[src/hw/rtl/fpa_pkg.sv]
package fpa_pkg;

  localparam int FRAC_WIDTH_DEF = 8;
  localparam int WORD_W = 32;

  typedef enum logic [3:0] {
    OP_ADD = 4'd0,
    OP_SUB = 4'd1,
    OP_MUL = 4'd2,
    OP_DIV = 4'd3,
    OP_LT  = 4'd4,
    OP_GT  = 4'd5,
    OP_GE  = 4'd6,
    OP_LE  = 4'd7,
    OP_EQ  = 4'd8,
    OP_NE  = 4'd9,
    OP_MIN = 4'd10,
    OP_MAX = 4'd11,
    OP_INC = 4'd12,
    OP_DEC = 4'd13
  } opcode_t;

  typedef struct packed {
    logic               valid;
    logic [3:0]         op;
    logic [31:0]        val;
    logic               cmp;
    logic               dz;
    logic               neg;
    logic signed [63:0] prod;
    logic [31:0]        d;
    logic [63:0]        n;
    logic [32:0]        rem;
    logic [31:0]        q;
  } pkt_t;

endpackage

[src/hw/rtl/fpa_div_stage.sv]
module fpa_div_stage (
  input  logic          clk,
  input  logic          rst_n,
  input  fpa_pkg::pkt_t pkt_in,
  output fpa_pkg::pkt_t pkt_out
);
  import fpa_pkg::*;

  pkt_t        pkt_r;
  pkt_t        pkt_nxt;
  logic [32:0] rem_sh;
  logic        fits;

  // One restoring division step: bring down the next dividend bit.
  assign rem_sh = {pkt_in.rem[31:0], pkt_in.n[63]};
  assign fits   = rem_sh >= {1'b0, pkt_in.d};

  always_comb begin
    pkt_nxt     = pkt_in;
    pkt_nxt.n   = {pkt_in.n[62:0], 1'b0};
    pkt_nxt.rem = fits ? (rem_sh - {1'b0, pkt_in.d}) : rem_sh;
    pkt_nxt.q   = {pkt_in.q[30:0], fits};
  end

  always_ff @(posedge clk) begin
    if (!rst_n) begin
      pkt_r <= '0;
    end else begin
      pkt_r <= pkt_nxt;
    end
  end

  assign pkt_out = pkt_r;

endmodule

[config.mk]
export PLATFORM = sky130hd
export DESIGN_NAME = fpa_div_stage
export DESIGN_NICKNAME = d
export VERILOG_FILES = /design/src/hw/rtl/fpa_pkg.sv /design/src/hw/rtl/fpa_div_stage.sv
export SDC_FILE = /design/constraint.sdc
export NUM_CORES = 1
export LEC_CHECK = 0
export ABC_AREA = 1
export BUFFER_PORTS_ARGS = -buffer_cell sky130_fd_sc_hd__buf_2
export CAP_MARGIN = 10
export CORE_AREA = 2 2 205 207
export DETAILED_ROUTE_END_ITERATION = 10
export DIE_AREA = 0 0 207 209
export SYNTH_ARGS = -nofsm -noshare
export SYNTH_HDL_FRONTEND = slang
export SYNTH_SLANG_ARGS = --single-unit
[constraint.sdc]
create_clock -name clk -period 3.05 [get_ports clk]
set_input_delay 0.305 -clock clk [delete_from_list [all_inputs] [get_ports clk]]
set_output_delay 0.305 -clock clk [all_outputs]
set_load 0.1 [all_outputs]
=== After elaboration in Yosys (flattened, before gate mapping) ===
Index checks and enable logic that the tools add are counted.

* Mux-type cells: 1
* Add/subtract/negate cells: 1
* $lt $le $gt $ge: 1

{| class="wikitable"
|+ Operators by type and width
! operator !! number
|-
| $ge 33x32->1 || 1
|-
| $mux 33 || 1
|-
| $sub 33x32->33 || 1
|}

* Input port bits: 267
* Bits in registers: 265
* Logic and storage cells: 15
* Output and inout bits: 265

=== Longest topological paths before layout ===
* Word-level depth: 2
* Gate-level depth with buffers: 17
* Mapped depth without buffers: 16

=== Worst setup path before layout ===
Ideal clock, no wire load.

* Path kind: in2reg
* Start: in pkt_in[128] in the netlist's numbering
* End: reg pkt_r, in the netlist pkt_out[48]
* Cell stages on the path: 14
* Arrival time: 1.710 ns
* Path slack: 1.227 ns
* Setup time: 0.113 ns
* Buffers on the path: 0
* Cell sequence: inv_1 > ha_1 > fa_1 > inv_1 > nand3_1 > nand3_1 > nand2_1 > nand2_1 > nand2_1 > nand2_1 > xnor2_1 > nand2_1 > nand2_1 > nor2_1

* Longest elaborated chain between the ends: 2
* Elaborated cells between the ends (all ways): 3

{| class="wikitable"
|+ Ends and longest elaborated chain
! element !! line !! text
|-
| from (decl) || fpa_div_stage.sv:4 || <nowiki>input fpa_pkg::pkt_t pkt_in,</nowiki>
|-
| $sub 33x32->33 / $ge 33x32->1 (equally long branches) || fpa_div_stage.sv:21, fpa_div_stage.sv:16 ||
|-
| $mux 33 (*) || fpa_div_stage.sv:21 || <nowiki>pkt_nxt.rem = fits ? (rem_sh - {1'b0, pkt_in.d}) : rem_sh;</nowiki>
|-
| to (signal assigned) || fpa_div_stage.sv:29 || <nowiki>pkt_r <= pkt_nxt;</nowiki>
|-
| to (decl) || fpa_div_stage.sv:9 || <nowiki>pkt_t pkt_r;</nowiki>
|}

Every way passes the cells marked *; elsewhere a longest branch is shown, timed or not.
A chain may end at the register's enable or synchronous reset.

=== Worst setup path after layout ===
* Start: in pkt_in[150] in the netlist's numbering
* End: reg pkt_r, in the netlist pkt_out[64]

Same word-level chain as after synthesis.

==> impl_results.rst <==
.. list-table::
   :header-rows: 1

   * - Metric
     - Value
   * - Total routing resource utilization after global routing
     - 0.172
   * - Most used standard cell by instance count after synthesis
     - nand2_1
   * - Vertical die dimension
     - 209 um
   * - First-pass GRT wire length
     - 60.1 mm
   * - Final cell utilization of the core
     - 0.417
   * - RSZ-0062 raised after global routing
     - false
   * - Sum of negative setup slack
     - 0 ps
   * - Die outline width
     - 207 um
   * - CTS sink cnt
     - 264
   * - Startpoint of the most critical setup path
     - pkt_in[150]
   * - Number of warnings printed during yosys synthesis
     - 0
   * - Number of iterations in the first detailed-routing pass
     - 5
   * - Peak ir drop on the vdd network
     - 0.441 mV
   * - Number of logic stages on the critical path including buffering
     - 13
   * - DRC marker count from the first detailed-route iteration
     - 707
   * - Routed WL
     - 38.7 mm
   * - Largest net degree at the start of global routing
     - 97
   * - End point of the critical path
     - pkt_out[64]
   * - Critical path's most frequent cell
     - nand2_1
   * - Number of placement rows
     - 75
   * - Outcome
     - finished, final reports clean
   * - Minimum clock period after layout
     - 2460 ps
   * - Top-level port count
     - 532
   * - Hold slack final
     - 26.7 ps
   * - Sequential share of the synthesized area
     - 0.507
   * - Initial core utilization
     - 0.252
   * - Total core area
     - 41,300 um2
   * - Flip-flop cell with the highest count after synthesis
     - dfxtp_1
   * - Critical path's slowest cell
     - dlygate4sd3_1
   * - WS Path Type
     - input pin to flop
   * - Number of distinct library cells after synthesis
     - 30
   * - Number of cells produced by synthesis
     - 1,469
   * - Worst max-slew margin expressed relative to the limit
     - 0.537
   * - Avg Cell Area, Syn
     - 7.09 um2
   * - Yosys top cell area share
     - 0.507
   * - Leakage power summed over all cells
     - 10.7 nW
   * - Smallest setup slack after layout
     - 586 ps
   * - Fraction of the cycle the final worst path needs
     - 0.808
   * - Drc violations
     - 0
   * - Post-CTS sizing
     - 0
   * - Buffer type at the clock tree root
     - clkbuf_16
   * - Max-cap viol count
     - 0
   * - Fraction of layout cells with a size suffix above 1
     - 0.261
   * - Dominant cells by area after synthesis
     - dfxtp_1, nand2_1, inv_1, ha_1, nor2_1
   * - Via count
     - 11,200
   * - Maximum fanout count along the critical path
     - 34
   * - HPWL after detailed placement
     - 27.7 mm
   * - Post-detailed-route wirelength per cell
     - 13.8 um
   * - Nets@finish
     - 2,556
   * - Post-Place Setup Slack
     - 523 ps
   * - Worst EP required
     - 3560 ps
   * - Delay of the slowest cell on the worst path
     - 530 ps
   * - Clock-pin slew on the worst setup and hold paths
     - 60 ps
   * - Commonest cells in the netlist
     - nand2_1, inv_1, dfxtp_1
   * - Via count of the first global-routing pass
     - 11,500
   * - CTS tree
     - built
   * - Synthesized flop and latch total
     - 264
   * - CTS Buf Count
     - 29
   * - Worst-margin pin slew
     - 695 ps
   * - Last weighted congestion value of the routability-driven placer
     - 0.895
   * - F_max
     - 406 MHz
   * - Maximum number of buffers from clock root to sink
     - 3
   * - Critical Path End Type
     - flop
   * - Buffers & Inverters on Critical Path
     - 4
   * - Aggregate global routing overflow
     - 0
   * - Antenna Violating Nets Remaining
     - 0
   * - Number of antenna violations at the first check in global routing
     - 1
   * - Count of flip-flops with a built-in enable after synthesis
     - 0
   * - Final Slew Violations
     - 0
   * - Final Hold Vio Count
     - 0
   * - Worst path cell trace
     - dlygate4sd3_1 > buf_2 > inv_1 > ha_1 > nand2_1 > nor2_2 > nand2_1 > nor2_1 > nand4_2 > nand3_4 > buf_12 > nand2_1 > o21ai_0
   * - Endpoints failing setup
     - 0
   * - Post-route total power
     - 10.5 mW
   * - Mapped Nets
     - 1,769
   * - PD cells
     - 608 nW/um2
   * - Hold WC Path Type
     - input pin to flop
   * - Nature of the critical path startpoint
     - input pin
   * - Number of H-tree branching levels
     - 1
   * - Post-Syn Area
     - 10,400 um2
   * - Total die area
     - 43,300 um2
   * - Via density per instance
     - 3.99
   * - Synthesis-to-finish area growth
     - 65.1%
   * - Family with the most delay on the worst path
     - simple AND/OR/NAND/NOR gates
   * - Number of port buffers
     - 528
   * - Cell type with the highest aggregate area in the netlist
     - dfxtp_1
   * - Critical path arrival
     - 2980 ps
   * - Number of flip-flops under the largest register name
     - 264
   * - Proportion of synthesized flip-flops having asynchronous set or reset
     - 0
[layer usage]
metal | routed length, um | vias up | part of all wire | global-route usage
met5 | 0 | - | 0 | 0
met4 | 1750 | 0 | 0.045 | 0.0808
met3 | 2400 | 105 | 0.062 | 0.0356
met2 | 18200 | 420 | 0.47 | 0.295
met1 | 16300 | 4997 | 0.42 | 0.206
li1 | - | 5709 | - | -
[worst min-delay path: stages]
cell and delay (ps):
buf_2 100, nor2_1 40, nor2_1 110
[timing repair]
item,CTS,global route
buffers inserted,0,0
hold buffers,260,0
endpoints found under the setup margin,0,0
endpoints found under the hold margin,260,0
[power breakdown]
| part | leakage, nW | total (mW) | switching, mW | internal [mW] |
|---|---|---|---|---|
| clock network | 0.479 | 3.57 | 1.49 | 2.08 |
| registers | 2.20 | 3.73 | 0.0568 | 3.67 |
| logic | 8.00 | 3.17 | 2.41 | 0.759 |
[metrics by stage]
step | cells | cell area, um2
after floorplan | 1469 | 10400
after global placement | 2504 | 13600
after detailed placement | 2504 | 13600
after CTS | 2815 | 17200
after global routing | 2816 | 17200
final | 2816 | 17200
[layout by cell type (no fill, tap or decap), types with 2 or more instances in the layout]
| cell | synthesis | layout |
|---|---|---|
| nor2_2 | 4 | 4 |
| and2_1 | 6 | 6 |
| nand4_1 | 4 | 4 |
| ha_1 | 32 | 32 |
| dlygate4sd3_1 | 0 | 260 |
| nand2_1 | 542 | 542 |
| inv_6 | 0 | 2 |
| nand3_1 | 20 | 20 |
| dfxtp_1 | 264 | 264 |
| a21oi_1 | 19 | 19 |
| clkbuf_8 | 0 | 4 |
| xnor2_1 | 14 | 14 |
| clkinv_2 | 0 | 7 |
| nand2_2 | 4 | 4 |
| buf_2 | 2 | 527 |
| buf_12 | 0 | 3 |
| clkbuf_1 | 23 | 3 |
| clkbuf_16 | 0 | 29 |
| inv_1 | 387 | 387 |
| clkinv_4 | 0 | 2 |
| bufinv_16 | 0 | 3 |
| buf_4 | 1 | 2 |
| nand3b_1 | 10 | 10 |
| nor2_1 | 105 | 105 |
| nor3_1 | 6 | 6 |
| o21ai_0 | 5 | 5 |
[cell type report]
| type | count | area (um2) |
|---|---|---|
| antenna | 1 | 2.50 |
| sequential | 264 | 5290 |
| tap | 539 | 674 |
| clock buffer | 35 | 778 |
| clock inverter | 16 | 188 |
| timing repair buffer | 793 | 5330 |
| fill | 4053 | 24100 |
| inverter | 388 | 1460 |
| multi-input combinational | 780 | 3490 |
[kinds of logic after synthesis]
| family | after synthesis | share of synthesized area |
|---|---|---|
| fa+ha+maj | 33 | 0.0404 |
| compound gates | 26 | 0.0129 |
| other cells | 1 | 0.000360 |
| xor+xnor | 15 | 0.0126 |
| simple gates | 705 | 0.268 |
| flops | 264 | 0.507 |
| buf+inv | 425 | 0.158 |
[worst min-delay path by stage]
stage	cells past startpoint	slack (ps)	startpoint	end
after floorplan	2	400	pkt_in[130]	pkt_out[130]
after global placement	3	490	pkt_in[222]	pkt_out[222]
after detailed placement	3	490	pkt_in[230]	pkt_out[230]
after CTS	3	2	pkt_in[52]	pkt_out[53]
after global routing	3	8	pkt_in[52]	pkt_out[53]
final	3	30	pkt_in[52]	pkt_out[53]
Power figures use the tool's default switching activity.
