$ cat config.mk
export PLATFORM = sky130hd
export DESIGN_NAME = fpa_prep
export DESIGN_NICKNAME = d
export VERILOG_FILES = /design/src/hw/rtl/fpa_pkg.sv /design/src/hw/rtl/fpa_prep.sv
export SDC_FILE = /design/constraint.sdc
export NUM_CORES = 2
export LEC_CHECK = 0
export ABC_AREA = 1
export BUFFER_PORTS_ARGS = -buffer_cell sky130_fd_sc_hd__buf_2
export CORE_MARGIN = 2
export CORE_UTILIZATION = 58
export DETAILED_ROUTE_END_ITERATION = 8
export GPL_TIMING_DRIVEN = 1
export MAX_ROUTING_LAYER = met4
export PLACE_DENSITY = 0.79
export SYNTH_ARGS = -nofsm -noshare
export SYNTH_HDL_FRONTEND = slang
export SYNTH_SLANG_ARGS = --single-unit
$ cat constraint.sdc
create_clock -name clk -period 7.6 [get_ports clk]
set_input_delay 0 -clock clk [delete_from_list [all_inputs] [get_ports clk]]
set_output_delay 0 -clock clk [all_outputs]
set_load 0.02 [all_outputs]
$ cat src/hw/rtl/fpa_pkg.sv
package fpa_pkg;

  localparam int FRAC_WIDTH_DEF = 8;
  localparam int WORD_W = 32;

  typedef enum logic [3:0] {
    OP_ADD = 4'd0,
    OP_SUB = 4'd1,
    OP_MUL = 4'd2,
    OP_DIV = 4'd3,
    OP_LT  = 4'd4,
    OP_GT  = 4'd5,
    OP_GE  = 4'd6,
    OP_LE  = 4'd7,
    OP_EQ  = 4'd8,
    OP_NE  = 4'd9,
    OP_MIN = 4'd10,
    OP_MAX = 4'd11,
    OP_INC = 4'd12,
    OP_DEC = 4'd13
  } opcode_t;

  typedef struct packed {
    logic               valid;
    logic [3:0]         op;
    logic [31:0]        val;
    logic               cmp;
    logic               dz;
    logic               neg;
    logic signed [63:0] prod;
    logic [31:0]        d;
    logic [63:0]        n;
    logic [32:0]        rem;
    logic [31:0]        q;
  } pkt_t;

endpackage

$ cat src/hw/rtl/fpa_prep.sv
module fpa_prep (
  input  logic               clk,
  input  logic               rst_n,
  input  logic               accept,
  input  logic [3:0]         opcode,
  input  logic signed [31:0] operand_a,
  input  logic signed [31:0] operand_b,
  output fpa_pkg::pkt_t      pkt_out
);
  import fpa_pkg::*;

  pkt_t        pkt_r;
  pkt_t        pkt_nxt;
  logic        lt;
  logic        gt;
  logic [31:0] mag_a;
  logic [31:0] mag_b;

  assign lt    = operand_a < operand_b;
  assign gt    = operand_b < operand_a;
  assign mag_a = operand_a[31] ? (~operand_a + 32'd1) : operand_a;
  assign mag_b = operand_b[31] ? (~operand_b + 32'd1) : operand_b;

  always_comb begin
    pkt_nxt       = '0;
    pkt_nxt.valid = accept;
    pkt_nxt.op    = opcode;
    pkt_nxt.neg   = operand_a[31] ^ operand_b[31];
    pkt_nxt.prod  = 64'(operand_a) * 64'(operand_b);
    pkt_nxt.d     = mag_b;
    pkt_nxt.n     = {mag_a, 32'd0};
    pkt_nxt.dz    = (opcode == OP_DIV) && (operand_b == 32'sd0);
    unique case (opcode)
      OP_ADD: pkt_nxt.val = operand_a + operand_b;
      OP_SUB: pkt_nxt.val = operand_a - operand_b;
      OP_LT:  pkt_nxt.cmp = lt;
      OP_GT:  pkt_nxt.cmp = gt;
      OP_GE:  pkt_nxt.cmp = !lt;
      OP_LE:  pkt_nxt.cmp = !gt;
      OP_EQ:  pkt_nxt.cmp = operand_a == operand_b;
      OP_NE:  pkt_nxt.cmp = operand_a != operand_b;
      OP_MIN: pkt_nxt.val = gt ? operand_b : operand_a;
      OP_MAX: pkt_nxt.val = lt ? operand_b : operand_a;
      OP_INC: pkt_nxt.val = operand_a + 32'sd1;
      OP_DEC: pkt_nxt.val = operand_a - 32'sd1;
      default: pkt_nxt.val = '0;
    endcase
  end

  always_ff @(posedge clk) begin
    if (!rst_n) begin
      pkt_r <= '0;
    end else begin
      pkt_r <= pkt_nxt;
    end
  end

  assign pkt_out = pkt_r;

endmodule

### Yosys cells after proc, flatten, opt, wreduce, memory -nomap -nowiden

Index checks and enable logic that the tools add are counted.

| word-level totals | value |
|---|---|
| flip-flop bits (word level) | 265 |
| bits of input ports | 71 |
| output and inout bits | 265 |
| word-level logic and storage cells | 53 |

| cells by class | value |
|---|---|
| add/subtract/negate cells | 6 |
| multipliers | 1 |
| magnitude comparators | 2 |
| equality and inequality tests | 14 |
| multiplexer cells | 6 |
| bitwise gates (word level) | 3 |
| reductions and logical operators | 7 |

Operator list:

| cell | count |
|---|---|
| 32-bit case mux with 6 select lines | 1 |
| 32-bit by 1-bit adder with 32-bit output (second input constant) | 2 |
| 32-bit < comparator | 2 |
| 32-bit by 32-bit multiplier with 64-bit output | 1 |
| 32-bit two-way mux | 2 |
| 32-bit NOT | 2 |
| 31-bit two-way mux | 2 |
| 32-bit by 2-bit adder with 32-bit output (second input constant) | 1 |
| 32-bit adder | 1 |
| 32-bit == test | 1 |
| 32-bit zero test | 1 |
| 32-bit inequality test | 1 |
| 32-bit by 2-bit subtractor with 32-bit output (second input constant) | 1 |
| 32-bit subtractor | 1 |
| 4-bit == test (second input constant) | 6 |
| 4-bit by 3-bit == test with 1-bit output (second input constant) | 4 |
| 1-bit case mux with 6 select lines | 1 |
| 4-bit by 1-bit == test with 1-bit output (second input constant) | 1 |
| 4-bit by 2-bit == test with 1-bit output (second input constant) | 1 |
| 4-bit zero test | 1 |
| 2-bit AND reduction | 2 |
| 1-bit zero test | 2 |
| 1-bit logical AND | 1 |
| 1-bit bitwise XOR | 1 |

### Logic depth before layout (Yosys ltp)

| logic depth | value |
|---|---|
| depth in word-level cells | 3 |
| mapped depth | 33 |
| mapped depth without buffers | 30 |

### Worst setup path before layout

No wires, ideal clock.

| timing path | value |
|---|---|
| path type | input to register |
| start point | input operand_a[31] |
| end point | register pkt_r (netlist bit pkt_out[216]) |
| library setup time | 0.113 ns |
| arrival | 7.337 ns |
| data required time | 7.487 ns |
| slack | 0.150 ns |
| cell stages on the path | 30 |
| buffers on the path | 3 |
| path through | clkbuf_1 -> clkbuf_1 -> buf_1 -> nand2_1 -> inv_1 -> fa_1 -> inv_1 -> fa_1 -> inv_1 -> fa_1 -> fa_1 -> inv_1 -> fa_1 -> inv_1 -> fa_1 -> inv_1 -> fa_1 -> inv_1 -> fa_1 -> ha_1 -> nand2_1 -> nor2_1 -> inv_1 -> nor3_1 -> nand2_1 -> or2_2 -> nand3_1 -> nand2_1 -> nand2_1 -> nor2_1 |

| between the ends | value |
|---|---|
| longest elaborated chain between the ends | 1 |

Ends and longest elaborated chain:

| what | RTL line | source |
|---|---|---|
| start, declared | fpa_prep.sv:6 | `input logic signed [31:0] operand_a,` |
| 32-bit by 32-bit multiplier with 64-bit output | fpa_prep.sv:29 | `pkt_nxt.prod = 64'(operand_a) * 64'(operand_b);` |
| end signal, assigned | fpa_prep.sv:54 | `pkt_r <= pkt_nxt;` |
| end, declared | fpa_prep.sv:12 | `pkt_t pkt_r;` |

Every way passes these cells.
A chain may end at the register's enable or synchronous reset.

### Final worst setup path

| timing path | value |
|---|---|
| start point | input operand_a[31] |
| end point | register pkt_r (netlist bit pkt_out[213]) |

The elaborated chain is that of the path after synthesis.

==> flow_summary.yaml <==
hold_path:
  min_path_type: "primary input to flip-flop"
  hold_start: "rst_n"
  min_path_cells: 3
  hold_path_end: "pkt_out[221]"
critical_path:
  critical_path.top_delay_family: "adder cells"
  startpoint_type: "primary input"
  cp_data_arrival_time_ns: 7.80
  crit_required_ns: 8.01
  crit_path_top_delay_cell: "fa_2"
  cpPeakStageDelay_ns: 0.63
  crit_buf_inv: 8
  crit_top_cell: "fa_1"
  critPathMaxFanout: 18
  crit_type: "primary input to flip-flop"
  cp-end-kind: "flip-flop"
floorplan:
  io_pins: 336
  rows: 108
  die_area_sq_um: 90400
  start_util_pct: 58.6
  coreArea_sq_um: 87000
  die-height_microns: 301
  dieWidth_microns: 301
timing:
  finalHoldViolCount: 0
  fin_crit_sh_pct: 97.3
  worst_pin_slew_ns: 1.39
  maxSlewViolCount: 0
  max_freq_ghz: 0.135
  rsz0062_at_grt: "no"
  layout_min_cycle_time_ns: 7.39
  tns_ns: 0
  finalSetupViolations: 0
  slew_headroom_pct: 6.42
  setup_ws_ns: 0.207
final_layout:
  regArea_sq_um: 3360
  fin_area_sq_um: 54700
  stdcell_count: 8227
  fillerInstances: 7710
  multi_input_area_sq_um: 39200
  layout.nets: 8490
  area_growth_pct: 7.22
  drive_gt1_share_pct: 7.57
  largest_register_ffs: 168
synthesis:
  synthMuxAreaShare_pct: 0
  ys_ff_latch: 168
  synth_common_cells: "inv_1 (1824), nand2_1 (1667), fa_1 (1084)"
  ys.flop_type: "dfxtp_1"
  synthSimpleGateAreaFrac_pct: 19.9
  ys_top_cells_by_area: "fa_1 (43%), inv_1 (13%), nand2_1 (12%)"
  yosysSeqAreaShare_pct: 6.59
  synth-xor-area-share_pct: 0.687
  netlist_area_sq_um: 51000
  synth_top_family_by_area: "adder cells"
  ys_warn_count: 0
  postSynth.asyncResetShare_pct: 0
  synthCells: 6884
  synth_edf_count: 0
  yosysTopAreaCellShare_pct: 42.5
  synthAdderAreaFrac_pct: 49.4
  ys_types: 54
  synth.largest_area_cell: "fa_1"
  syn_area_per_cell_sq_um: 7.41
  synth_compound_area_share_pct: 6.08
  synth.most_common_cell: "inv_1"
clock_tree:
  cts_buffer_depth: 2
  cts_tree: "done"
  cts-buffers-inserted: 17
  path_clk_slew_ns: 0.11
  cts-root-buf: "clkbuf_16"
  clock_sinks: 168
  htree_levels: 4
detailed_routing:
  antenna_left: 0
  drc: 0
  num_vias: 45700
  vias_per_cell: 5.55
  drt-initial-drc-count: 5407
  drt_first_pass_iters: 7
  drt_wl_total_microns: 178000
  routedWlPerCell_microns: 21.6
grt:
  grt-ovfl-total: 0
  grt_pass1_wl_microns: 272000
  grt.total_usage_pct: 41.4
  antenna_found_initial: 5
  grt_pass1_vias: 46400
  grt_max_degree: 54
placement:
  place_congestion: 1.10
  post-place-ws_ns: 0.204
  dp.cells: 8178
  dp_hpwl_microns: 148000
  port_buffers: 238
  place_area_sq_um: 54000
run_status:
  status: "complete, no violations"
flow_run:
  cap_violations: 0
## through the flow
stage	util, %	hold slack [ns]
final	62.9	0.0376
after global routing	62.9	0.0282
after CTS	62.8	0.00100
after detailed placement	62.0	0.187
after global placement	62.0	0.183
after floorplan	-	0.0935
## layout by cell type (no fill, tap or decap), drive strengths merged, types with 2 or more instances in the layout
cell type	synthesis	layout
a21boi	14	14
inv	1836	1843
nand3	237	237
o221ai	2	2
clkbuf	205	20
o21bai	27	27
buf	200	446
ha	281	281
dlygate4sd3	0	12
nor2	437	437
dfxtp	168	168
a31oi	6	6
conb	1	97
nand2	1677	1677
and3	10	10
o21ai	198	198
nand4	43	43
xor2	29	29
nand3b	22	22
a211oi	4	4
nor3b	2	2
o21a	19	19
or2	9	9
a21o	16	16
o31ai	2	2
a21oi	266	266
nor3	51	51
xnor2	11	11
nor4	11	11
o211ai	8	8
fa	1084	1084
diode	0	5
clkinvlp	0	2
clkinv	1	5
## worst max path at each step
stage,start,end,slack (ns),depth (start not counted)
final,operand_a[31],pkt_out[213],0.21,29
after global routing,operand_a[31],pkt_out[213],0.005,29
after CTS,operand_a[31],pkt_out[214],0.17,30
after detailed placement,operand_a[31],pkt_out[214],0.20,29
after global placement,operand_b[18],pkt_out[213],0.1,28
after floorplan,operand_a[31],pkt_out[216],0.15,30
## logic make-up (layout without fill, tap and decap cells)
family | after synthesis | after routing
AND/OR/NAND/NOR | 2501 | 2501
flip-flops | 168 | 168
other | 1 | 102
AO/OA/AOI/OAI | 567 | 567
adder cells (fa/ha/maj) | 1365 | 1365
XOR/XNOR | 40 | 40
buffers and inverters | 2242 | 2329
## routing by layer
| metal | share of wire, % | track usage [%] | wire length, microns |
|---|---|---|---|
| met5 | 0 | - | 0 |
| met4 | 4.9 | 18.4 | 8790 |
| met3 | 12 | 11.2 | 21900 |
| met2 | 44 | 61.1 | 79100 |
| met1 | 38 | 53.8 | 68400 |
## timing repair
action,CTS,global route
endpoints found under the setup margin,0,20
hold buffers,12,0
hold endpoints to repair,14,0
buffers inserted,0,0
gates resized for setup,0,11
## layout make-up
class	instances	area share [%]
Multi-Input combinational cell	4570	71.7
Inverter	1837	12.6
Antenna cell	5	0.0229
Tap cell	1155	2.64
Clock buffer	18	0.784
Timing Repair Buffer	460	5.85
Sequential cell	168	6.15
Clock inverter	14	0.284
Power is not shown: default switching activity piles up to over one toggle a cycle in this logic, so the estimate is an artifact.
